$ cat src/srt_pkg.sv
`default_nettype none

package srt_pkg;

  localparam int SRT_CAPACITY    = 32;
  localparam int MONTHS_PER_YEAR = 12;
  localparam int TEMP_W          = 21;
  localparam int YEAR_W          = 12;
  localparam int MONTH_W         = 4;
  localparam int DAY_W           = 5;
  localparam int MIDX_W          = 16;
  localparam int KEY_W           = TEMP_W + MIDX_W + DAY_W;
  localparam int IN_DATA_W       = 48;
  localparam int OUT_DATA_W      = 48;

  typedef enum logic [2:0] {
    REQ_INSERT   = 3'd0,
    REQ_SEARCH   = 3'd1,
    REQ_LIST_ALL = 3'd2,
    REQ_LIST_NEG = 3'd3,
    REQ_CLEAR    = 3'd4
  } req_e;

  typedef enum logic [2:0] {
    ST_INSERTED = 3'd0,
    ST_FULL     = 3'd1,
    ST_SEARCH   = 3'd2,
    ST_LISTED   = 3'd3,
    ST_EMPTY    = 3'd4
  } status_e;

  typedef struct packed {
    logic signed [TEMP_W-1:0] temp;
    logic [YEAR_W-1:0]        year;
    logic [MONTH_W-1:0]       month;
    logic [DAY_W-1:0]         day;
  } rec_t;

  typedef struct packed {
    status_e    status;
    logic       found;
    rec_t       rec;
    logic       last;
  } res_t;

  // Unsigned sort key: biased temperature, month index, day.
  function automatic logic [KEY_W-1:0] srt_key(rec_t r);
    logic [MIDX_W-1:0] midx;
    midx = MIDX_W'(r.year) * MIDX_W'(MONTHS_PER_YEAR) + MIDX_W'(r.month);
    return {~r.temp[TEMP_W-1], r.temp[TEMP_W-2:0], midx, r.day};
  endfunction

endpackage

`default_nettype wire

$ cat src/sorted_record_table.sv
`default_nettype none

// Sorted record table. Each request transaction on the slave side is served by a small
// sequencer around one key comparator and a single-port record memory with a registered
// read; the slave side is not ready until the request's final result is handed to the
// output register. A scan step per stored entry reads the memory (registered read), then
// compares. Insert scans to the first stored entry with a larger key, shifts the entries
// from there on up by one, then writes the record; it goes last when no stored key is
// larger. Search scans until a stored temperature matches. Listing hands out each scanned
// entry; a below-zero listing stops at a non-negative entry. Clear and a dropped insert
// on a full table go straight to the result. Request codes outside the defined set are
// consumed without a result.
module sorted_record_table
  import srt_pkg::*;
#(
  parameter int CAPACITY = SRT_CAPACITY
) (
  input  wire logic                  clk_i,
  input  wire logic                  rst_ni,
  input  wire logic                  s_axis_tvalid_i,
  output logic                       s_axis_tready_o,
  // day[4:0], month[8:5], year[20:9], temp[41:21], zero fill
  input  wire logic [IN_DATA_W-1:0]  s_axis_tdata_i,
  // req_type[2:0]
  input  wire logic [2:0]            s_axis_tuser_i,
  output logic                       m_axis_tvalid_o,
  input  wire logic                  m_axis_tready_i,
  // found[0], out_day[5:1], out_month[9:6], out_year[21:10], out_temp[42:22], zero fill
  output logic [OUT_DATA_W-1:0]      m_axis_tdata_o,
  // status[2:0]
  output logic [2:0]                 m_axis_tuser_o,
  output logic                       m_axis_tlast_o
);

  localparam int IW = $clog2(CAPACITY);
  localparam int CW = $clog2(CAPACITY + 1);

  typedef enum logic [6:0] {
    S_IDLE  = 7'b0000001,
    S_FETCH = 7'b0000010,
    S_SCAN  = 7'b0000100,
    S_SH_RD = 7'b0001000,
    S_SH_WR = 7'b0010000,
    S_PUT   = 7'b0100000,
    S_EMIT  = 7'b1000000
  } state_e;

  state_e          state_q, state_d;
  req_e            op_q, op_d;
  rec_t            new_q, new_d;
  logic [CW-1:0]   cnt_q, cnt_d;
  logic [CW-1:0]   idx_q, idx_d;
  logic [CW-1:0]   pos_q, pos_d;
  res_t            res_q, res_d;
  logic            pend_q, pend_d;
  res_t            out_q, out_d;
  logic            out_vld_q, out_vld_d;

  rec_t            mem [CAPACITY];
  rec_t            rd_data_q;
  logic            wr_en;
  logic [IW-1:0]   wr_addr;
  rec_t            wr_data;
  logic [IW-1:0]   rd_addr;
  logic [CW-1:0]   idx_m1;

  logic            in_fire;
  logic            out_free;
  logic            out_load;
  res_t            res_final;

  assign s_axis_tready_o = (state_q == S_IDLE);
  assign in_fire         = s_axis_tvalid_i && s_axis_tready_o;
  assign out_free        = !out_vld_q || m_axis_tready_i;
  assign idx_m1          = idx_q - CW'(1);
  assign rd_addr         = (state_q == S_SH_RD) ? idx_m1[IW-1:0] : idx_q[IW-1:0];

  always_ff @(posedge clk_i) begin
    if (wr_en) begin
      mem[wr_addr] <= wr_data;
    end
    rd_data_q <= mem[rd_addr];
  end

  always_comb begin
    res_final = res_q;
    res_final.last = 1'b1;
    if (!pend_q) begin
      res_final = '{status: ST_EMPTY, found: 1'b0, rec: '0, last: 1'b1};
    end
  end

  always_comb begin
    state_d  = state_q;
    op_d     = op_q;
    new_d    = new_q;
    cnt_d    = cnt_q;
    idx_d    = idx_q;
    pos_d    = pos_q;
    res_d    = res_q;
    pend_d   = pend_q;
    wr_en    = 1'b0;
    wr_addr  = idx_q[IW-1:0];
    wr_data  = rd_data_q;
    out_load = 1'b0;

    case (state_q)
      S_IDLE: begin
        if (in_fire) begin
          op_d       = req_e'(s_axis_tuser_i);
          new_d.day   = s_axis_tdata_i[4:0];
          new_d.month = s_axis_tdata_i[8:5];
          new_d.year  = s_axis_tdata_i[20:9];
          new_d.temp  = s_axis_tdata_i[41:21];
          idx_d      = '0;
          pend_d     = 1'b0;
          case (req_e'(s_axis_tuser_i))
            REQ_INSERT: begin
              if (cnt_q == CW'(CAPACITY)) begin
                res_d   = '{status: ST_FULL, found: 1'b0, rec: '0, last: 1'b1};
                state_d = S_EMIT;
              end else begin
                state_d = S_FETCH;
              end
            end
            REQ_SEARCH, REQ_LIST_ALL, REQ_LIST_NEG: begin
              state_d = S_FETCH;
            end
            REQ_CLEAR: begin
              cnt_d   = '0;
              res_d   = '{status: ST_EMPTY, found: 1'b0, rec: '0, last: 1'b1};
              state_d = S_EMIT;
            end
            default: begin
              state_d = S_IDLE;
            end
          endcase
        end
      end
      S_FETCH: begin
        if (idx_q == cnt_q) begin
          case (op_q)
            REQ_INSERT: begin
              pos_d   = cnt_q;
              idx_d   = cnt_q;
              state_d = S_SH_RD;
            end
            REQ_SEARCH: begin
              res_d   = '{status: ST_SEARCH, found: 1'b0, rec: '0, last: 1'b1};
              state_d = S_EMIT;
            end
            default: begin
              res_d   = res_final;
              state_d = S_EMIT;
            end
          endcase
        end else begin
          state_d = S_SCAN;
        end
      end
      S_SCAN: begin
        case (op_q)
          REQ_INSERT: begin
            if (srt_key(rd_data_q) > srt_key(new_q)) begin
              pos_d   = idx_q;
              idx_d   = cnt_q;
              state_d = S_SH_RD;
            end else begin
              idx_d   = idx_q + CW'(1);
              state_d = S_FETCH;
            end
          end
          REQ_SEARCH: begin
            if (rd_data_q.temp == new_q.temp) begin
              res_d   = '{status: ST_SEARCH, found: 1'b1, rec: '0, last: 1'b1};
              state_d = S_EMIT;
            end else begin
              idx_d   = idx_q + CW'(1);
              state_d = S_FETCH;
            end
          end
          default: begin
            if (op_q == REQ_LIST_NEG && !rd_data_q.temp[TEMP_W-1]) begin
              res_d   = res_final;
              state_d = S_EMIT;
            end else if (!pend_q || out_free) begin
              out_load = pend_q;
              res_d    = '{status: ST_LISTED, found: 1'b0, rec: rd_data_q, last: 1'b0};
              pend_d   = 1'b1;
              idx_d    = idx_q + CW'(1);
              state_d  = S_FETCH;
            end
          end
        endcase
      end
      S_SH_RD: begin
        state_d = (idx_q == pos_q) ? S_PUT : S_SH_WR;
      end
      S_SH_WR: begin
        wr_en   = 1'b1;
        wr_addr = idx_q[IW-1:0];
        wr_data = rd_data_q;
        idx_d   = idx_m1;
        state_d = S_SH_RD;
      end
      S_PUT: begin
        wr_en   = 1'b1;
        wr_addr = pos_q[IW-1:0];
        wr_data = new_q;
        cnt_d   = cnt_q + CW'(1);
        res_d   = '{status: ST_INSERTED, found: 1'b0, rec: '0, last: 1'b1};
        state_d = S_EMIT;
      end
      S_EMIT: begin
        if (out_free) begin
          out_load = 1'b1;
          pend_d   = 1'b0;
          state_d  = S_IDLE;
        end
      end
      default: begin
        state_d = S_IDLE;
      end
    endcase
  end

  always_comb begin
    out_d     = out_q;
    out_vld_d = out_vld_q;
    if (out_load) begin
      out_d     = res_q;
      out_vld_d = 1'b1;
    end else if (m_axis_tready_i) begin
      out_vld_d = 1'b0;
    end
  end

  always_ff @(posedge clk_i or negedge rst_ni) begin
    if (!rst_ni) begin
      state_q   <= S_IDLE;
      cnt_q     <= '0;
      pend_q    <= 1'b0;
      out_vld_q <= 1'b0;
    end else begin
      state_q   <= state_d;
      cnt_q     <= cnt_d;
      pend_q    <= pend_d;
      out_vld_q <= out_vld_d;
    end
  end

  always_ff @(posedge clk_i) begin
    op_q  <= op_d;
    new_q <= new_d;
    idx_q <= idx_d;
    pos_q <= pos_d;
    res_q <= res_d;
    out_q <= out_d;
  end

  assign m_axis_tvalid_o = out_vld_q;
  assign m_axis_tuser_o  = out_q.status;
  assign m_axis_tlast_o  = out_q.last;
  assign m_axis_tdata_o  = {5'b0, out_q.rec.temp, out_q.rec.year, out_q.rec.month,
                            out_q.rec.day, out_q.found};

  a_cnt_bound: assert property (@(posedge clk_i) disable iff (!rst_ni)
    cnt_q <= CW'(CAPACITY))
    else $error("entry count above capacity");

  a_cnt_step: assert property (@(posedge clk_i) disable iff (!rst_ni)
    1'b1 |=> (cnt_q == $past(cnt_q)) || (cnt_q == $past(cnt_q) + CW'(1)) || (cnt_q == '0))
    else $error("entry count moved by more than one");

  a_full_drop: assert property (@(posedge clk_i) disable iff (!rst_ni)
    in_fire && (s_axis_tuser_i == REQ_INSERT) && (cnt_q == CW'(CAPACITY))
      |=> (state_q == S_EMIT) && (res_q.status == ST_FULL) && (cnt_q == CW'(CAPACITY)))
    else $error("insert on full table not dropped");

  a_pend_list: assert property (@(posedge clk_i) disable iff (!rst_ni)
    pend_q |-> (op_q == REQ_LIST_ALL) || (op_q == REQ_LIST_NEG))
    else $error("pending entry outside a listing");

  a_scan_range: assert property (@(posedge clk_i) disable iff (!rst_ni)
    (state_q == S_FETCH) || (state_q == S_SCAN) |-> idx_q <= cnt_q)
    else $error("scan index past entry count");

endmodule

`default_nettype wire
$ cat config.mk
export PLATFORM = sky130hd
export DESIGN_NAME = sorted_record_table
export DESIGN_NICKNAME = d
export VERILOG_FILES = /design/src/srt_pkg.sv /design/src/sorted_record_table.sv
export SDC_FILE = /design/constraint.sdc
export NUM_CORES = 2
export LEC_CHECK = 0
export ABC_AREA = 1
export ABC_CLOCK_PERIOD_IN_PS = 6650
export BUFFER_PORTS_ARGS = -buffer_cell sky130_fd_sc_hd__buf_2
export CAP_MARGIN = 25
export CORE_MARGIN = 2
export CORE_UTILIZATION = 34
export CTS_BUF_LIST = sky130_fd_sc_hd__clkbuf_8 sky130_fd_sc_hd__clkbuf_16
export DETAILED_ROUTE_END_ITERATION = 8
export PLACE_DENSITY = 0.56
export SLEW_MARGIN = 20
export SYNTH_ARGS = -nofsm -noshare
export SYNTH_HDL_FRONTEND = slang
export SYNTH_SLANG_ARGS = --single-unit
$ cat constraint.sdc
create_clock -name clk_i -period 6.65 [get_ports clk_i]
set_clock_uncertainty 0.15 [all_clocks]
set_input_delay 0.665 -clock clk_i [delete_from_list [all_inputs] [get_ports clk_i]]
set_output_delay 0.665 -clock clk_i [all_outputs]
set_load 0.03 [all_outputs]
## Yosys cells after proc, flatten, opt, wreduce, memory -nomap -nowiden

Memory sizes are Yosys's and may differ from the RTL's. A register that Yosys moved wholly into a read port is not among the register bits.
Cells that the tools add are included.
W data, S select, Z words.

| word-level totals | value |
|---|---|
| output and inout bits | 54 |
| word-level logic and storage cells | 156 |
| memory bits (writable) | 1344 |
| memories kept | 1 |
| register bits | 166 |

Memory list:

| name | words | width | rd ports | clocked after Yosys merged registers in | wr ports | line | source |
|---|---|---|---|---|---|---|---|
| mem | 32 | 42 | 1 | 1 | 1 | sorted_record_table.sv:59 | `rec_t mem [CAPACITY];` |

| cells by class | value |
|---|---|
| add/subtract/negate cells | 5 |
| equality and inequality tests | 37 |
| order comparisons | 1 |
| reduce and logical (&&, ||, !) cells | 25 |
| multiplexer cells | 58 |
| bitwise logic cells | 2 |
| multiply operators | 2 |

Operator list:

| cell | count |
|---|---|
| $mux W47 | 7 |
| $pmux W47 S2 | 3 |
| $pmux W47 S4 | 1 |
| $mux W6 | 12 |
| $mux W7 | 8 |
| $pmux W7 S7 | 1 |
| $gt A42 B42 Y1 | 1 |
| $mux W42 | 1 |
| $pmux W6 S2 | 3 |
| $add A16 B4 Y16 | 2 |
| $mul A12 B2 Y14 const B | 2 |
| $pmux W6 S4 | 1 |
| $eq A21 B21 Y1 | 1 |
| $pmux W7 S3 | 1 |
| $ne A2 B2 Y1 const B | 10 |
| $mux W1 | 14 |
| $pmux W7 S2 | 1 |
| $add A6 B1 Y6 const B | 2 |
| $eq A6 B6 Y1 | 2 |
| $ne A4 B4 Y1 const B | 3 |
| $mux W5 | 2 |
| $eq A3 B2 Y1 const B | 3 |
| $ne A3 B3 Y1 const B | 3 |
| $reduce_and A9 Y1 | 1 |
| other kinds (32) | 45 |

## Depth between registers and ports, before layout

| depth | value |
|---|---|
| depth in word-level cells | 8 |
| mapped depth | 29 |
| depth with buffers taken out | 29 |

## Worst setup path before layout

OpenSTA, ideal clock, no wires.

| path | value |
|---|---|
| path kind | register to register |
| from | register state_q[3] |
| to | register cnt_q[4] |
| required time | 6.378 ns |
| stages on the path, launching flop included | 13 |
| setup slack | 2.284 ns |
| library setup time | 0.122 ns |
| path buffers | 0 |
| arrival | 4.094 ns |
| clock period less this slack | 4.366 ns |
| cells stage by stage | dfrtp_1 nor2_1 nand3_1 nor2_2 inv_1 nor2_1 nand2_1 nand2_1 inv_1 nor3_2 nand3_1 nand2_1 a21oi_1 |

| on the way | value |
|---|---|
| cells in the longest elaborated chain, start to end | 4 |
| elaborated cells on any way between the ends | 8 |
| those cells by class | 4 x eq/ne; 1 x mux; 3 x reduce/logical |

RTL lines:

| item | line | source |
|---|---|---|
| start: declaration | sorted_record_table.sv:48 | `state_e state_q, state_d;` |
| start signal: assignment | sorted_record_table.sv:245 | `state_q <= state_d;` |
| $eq A7 B1 Y1 * | sorted_record_table.sv:72 | `assign s_axis_tready_o = (state_q == S_IDLE);` |
| named net s_axis_tready_o | sorted_record_table.sv:21 | `output logic s_axis_tready_o,` |
| $logic_and A1 B1 Y1 | sorted_record_table.sv:73 | `assign in_fire = s_axis_tvalid_i && s_axis_tready_o;` |
| $ne A2 B1 Y1 (no source line) | -- |  |
| $reduce_and A3 Y1 (no source line) | -- |  |
| end signal: assignment | sorted_record_table.sv:246 | `cnt_q <= cnt_d;` |
| end: declaration | sorted_record_table.sv:51 | `logic [CW-1:0] cnt_q, cnt_d;` |

Mark *: on every way through the listed nets, which the timed path passes. The rest lies on a longest branch.
A chain may end at the register's enable or synchronous reset.

## Worst setup path in the final report

| path | value |
|---|---|
| from | register rd_data_q[10] (netlist name) |
| to | register pos_q[0], enable pin |

| on the way | value |
|---|---|
| cells in the longest elaborated chain, start to end | 5 |

RTL lines:

| item | line | source |
|---|---|---|
| $mul A12 B2 Y14 | srt_pkg.sv:49 | `midx = MIDX_W'(r.year) * MIDX_W'(MONTHS_PER_YEAR) + MIDX_W'(r.month);` |
| $add A16 B4 Y16 | srt_pkg.sv:49 |  |
| $gt A42 B42 Y1 | sorted_record_table.sv:164 | `if (srt_key(rd_data_q) > srt_key(new_q)) begin` |
| $ne A2 B2 Y1 (no source line) | -- |  |
| $reduce_and A5 Y1 (no source line) | -- |  |
| end signal: assignment | sorted_record_table.sv:256 | `pos_q <= pos_d;` |
| end: declaration | sorted_record_table.sv:53 | `logic [CW-1:0] pos_q, pos_d;` |

No other way between the ends.

==> results.py <==
metrics = {
    "outcome": {
        "outcome": "complete, no violations",
    },
    "critical_path": {
        "arrival_ns": 5.20,
        "startpoint": "rd_data_q[10]$_DFF_P_",
        "cpMostUsedCell": "nand2_1",
        "crit_fanout": 7,
        "r2r-end": "pos_q[0]$_DFFE_PP_",
        "reg2regPathDepth": 21,
        "path_class": "reg -> reg",
        "end_kind": "flop",
        "rrSetupSlack_ns": 1.74,
        "path_cells": "ha_1 > inv_1 > fa_1 > nand2_1 > nand2_1 > nor3_1 > nand3_1 > nor2_1 > nand3_1 > nor2_1 > xnor2_1 > inv_1 > ha_1 > nand2_1 > nor2_1 > nand3_1 > nor2_1 > nand2_1 > nand3_1 > nand2_1 > a21oi_1",
        "cp-start-kind": "flop",
        "slowest_stage": "a21oi_1",
        "required_ns": 6.94,
        "rr_startpoint": "rd_data_q[10]$_DFF_P_",
        "critPathMaxStageDelay_ns": 0.55,
    },
    "placement": {
        "gp_congestion": 0.857,
        "dp_hpwl_microns": 111000,
        "placement.io_buffers": 97,
    },
    "finish": {
        "antennaDiodeCount": 0,
        "layout.nets": 7334,
        "syn_to_final_growth_pct": 14.1,
        "layout-drive-gt1-share_pct": 7.71,
    },
    "sta": {
        "setup_viol_count_final": 0,
        "hold_viol_final": 0,
        "tns_ns": 0,
        "timing.slew.headroom_pct": 24.5,
        "slew_viol_final": 0,
        "tightest_slew_ns": 1.13,
        "rsz0062_at_grt": "false",
        "fmax_mhz": 204,
        "period_needed_ns": 4.91,
        "fin_crit_sh_pct": 73.8,
    },
    "floorplan": {
        "pin_count": 109,
        "die_x_microns": 459,
        "die_h_microns": 459,
        "row_count": 166,
        "die-area_sq_mm": 0.210,
        "core_area_sq_mm": 0.205,
        "initial_core_util_pct": 34.3,
    },
    "min_path": {
        "whs_endpoint": "state_q[6]$_DFFE_PN0P_",
        "hold_path_depth": 4,
        "hold_start": "m_axis_tready_i",
        "hold_class": "in -> reg",
    },
    "clocking": {
        "tritoncts": "yes",
        "cts.sinks": 1552,
        "post-cts-setup-buffer-count": 0,
        "worst_skew_pair.late_latency_ns": 0.81,
        "ctsHoldBuffers": 47,
        "cts.path.max_buffers": 3,
        "clkTransAtPathRegs_ns": 0.06,
        "h-tree-depth": 4,
        "cts_resized": 0,
        "root_buffer": "clkbuf_16",
        "cts-buffers-inserted": 163,
    },
    "power": {
        "peakVddDrop_mv": 0.397,
        "p_leak_uw": 0.0345,
        "cellPowerDensity_mw_per_mm2": 432,
        "total_power_uw": 34600,
    },
    "global_route": {
        "overflow": 0,
        "grt_usage_pct": 18.5,
        "grt_pass1_vias": 45400,
        "antenna_found_initial": 4,
        "grt_max_degree": 136,
        "grt_pass1_wl_microns": 293000,
    },
    "synth": {
        "ys_types": 46,
        "netlist_top_cells_area": "edfxtp_1 (64%), nand2_1 (10%), nand3_1 (8.9%)",
        "yosys-top-cells-count": "nand2_1 (1948), edfxtp_1 (1495), inv_1 (1436)",
        "ys_warn_count": 0,
        "yosys.area.top_type_share_pct": 63.9,
        "synth_most_common_cell": "nand2_1",
        "synth.avg_cell_area_sq_um": 9.93,
        "ys_seq_area_share_pct": 65.6,
        "synth_flop_cell": "edfxtp_1",
        "yosys.area.top_type": "edfxtp_1",
        "synth_edf_count": 1495,
        "synth.cell_area_sq_mm": 0.0702,
        "async_flop_share_pct": 0.966,
        "ys_ff_latch": 1552,
        "synthCells": 7075,
    },
    "routing": {
        "drc": 0,
        "vias": 48300,
        "drt_iter0_drc": 4595,
        "first_pass_iters": 6,
        "ant_nets": 0,
        "drt-vias-per-instance": 4.82,
        "routed_wl_microns": 196000,
        "wl_per_cell_microns": 19.6,
    },
    "run": {
        "cap_violations": 0,
    },
}
==> kinds of logic (layout without fill, tap and decap cells) <==
kind of cell / Yosys count / count (layout) / share of synthesized area (%)
buf+inv: 1775 / 2026 / 10.0
other cells: 1 / 5 / 0.00534
compound gates: 235 / 235 / 1.89
fa+ha+maj: 79 / 79 / 1.45
flops: 1552 / 1552 / 65.6
simple gates: 3402 / 3402 / 20.6
xor+xnor: 31 / 31 / 0.387
==> layout by cell type, fill, tap and decap left out, drive strengths merged, types with 2 or more instances in the layout <==
cell type and count:
dfrtp 14, a21boi 2, xnor2 7, bufinv 6, buf 241, nor2 149, o22ai 6, or2 3
clkbuf 184, a21oi 75, o21a 2, xor2 24, o31ai 17, nand4 26, nand3 1243, o211ai 3
edfxtp 1495, nand2 1951, fa 4, o21bai 5, a21o 2, a211oi 16, nor3 24, dlygate4sd3 47
nor4 4, inv 1493, dfxtp 42, conb 5, clkinv 52, o21ai 104, ha 75, clkinvlp 3
==> metal layers <==
layer | track usage [%] | part of all wire [%] | vias to the layer above
met4 | 5.29 | 2.4 | 0
met3 | 2.68 | 6.7 | 298
li1 | - | - | 23100
met5 | 0 | 0 | -
met2 | 29.5 | 46 | 1635
met1 | 26.0 | 45 | 23200
==> through the flow <==
stage	hold WS (ns)	area (sq um)	instances	util [%]	setup slack, ns
after floorplan	0.219	70300	7079	-	2.28
final	0.0914	80100	10000	39.1	1.74
after CTS	0.0268	80100	10000	39.1	1.66
after global routing	0.0961	80100	10000	39.1	1.20
after global placement	0.256	74200	9661	36.2	1.71
after detailed placement	0.261	74400	9673	36.3	1.71
==> how the worst max path moves through the flow <==
| stage | to | slack [ns] | cells past startpoint |
|---|---|---|---|
| final | pos_q[0]$_DFFE_PP_ | 1.74 | 21 |
| after CTS | pos_q[2]$_DFFE_PP_ | 1.66 | 25 |
| after global routing | pos_q[0]$_DFFE_PP_ | 1.20 | 25 |
| after floorplan | cnt_q[4]$_DFFE_PN0P_ | 2.28 | 12 |
| after global placement | pos_q[0]$_DFFE_PP_ | 1.71 | 25 |
| after detailed placement | pos_q[3]$_DFFE_PP_ | 1.71 | 25 |
==> final cells by class <==
| type | instances | area [sq um] |
|---|---|---|
| Fill cell | 19700 | 125000 |
| Inverter | 1443 | 5420 |
| Clock buffer | 184 | 4450 |
| Tap cell | 2688 | 3360 |
| Timing Repair Buffer | 288 | 2460 |
| Sequential cell | 1552 | 46100 |
| Multi-Input combinational cell | 3752 | 17600 |
| Clock inverter | 111 | 714 |
==> flip-flops by register name, summed over array words and instances (netlist names) <==
| signal | count |
|---|---|
| mem | 1344 |
| res_q | 47 |
| m_axis_tdata_o | 43 |
| new_q | 42 |
| rd_data_q | 42 |
| state_q | 7 |
| cnt_q | 6 |
| idx_q | 6 |
| pos_q | 6 |
| m_axis_tuser_o | 3 |
| op_q | 3 |
| m_axis_tlast_o | 1 |
| m_axis_tvalid_o | 1 |
| pend_q | 1 |
==> critical path, delay by kind of cell, from the launching register on <==
family	cells	cell delay (ns)
compound gates	1	0.55
simple gates	14	2.21
xor+xnor	1	0.15
flops	1	0.43
buf+inv	2	0.13
fa+ha+maj	3	0.90
==> report_power, final <==
group          switching (uW)  internal (uW)  total [uW]
clock network            3820           5010        8830
registers                 544          12500       13100
logic                    9260           3400       12700
total                   13600          21000       34600
Note: power is estimated with default switching activity, not from simulation.
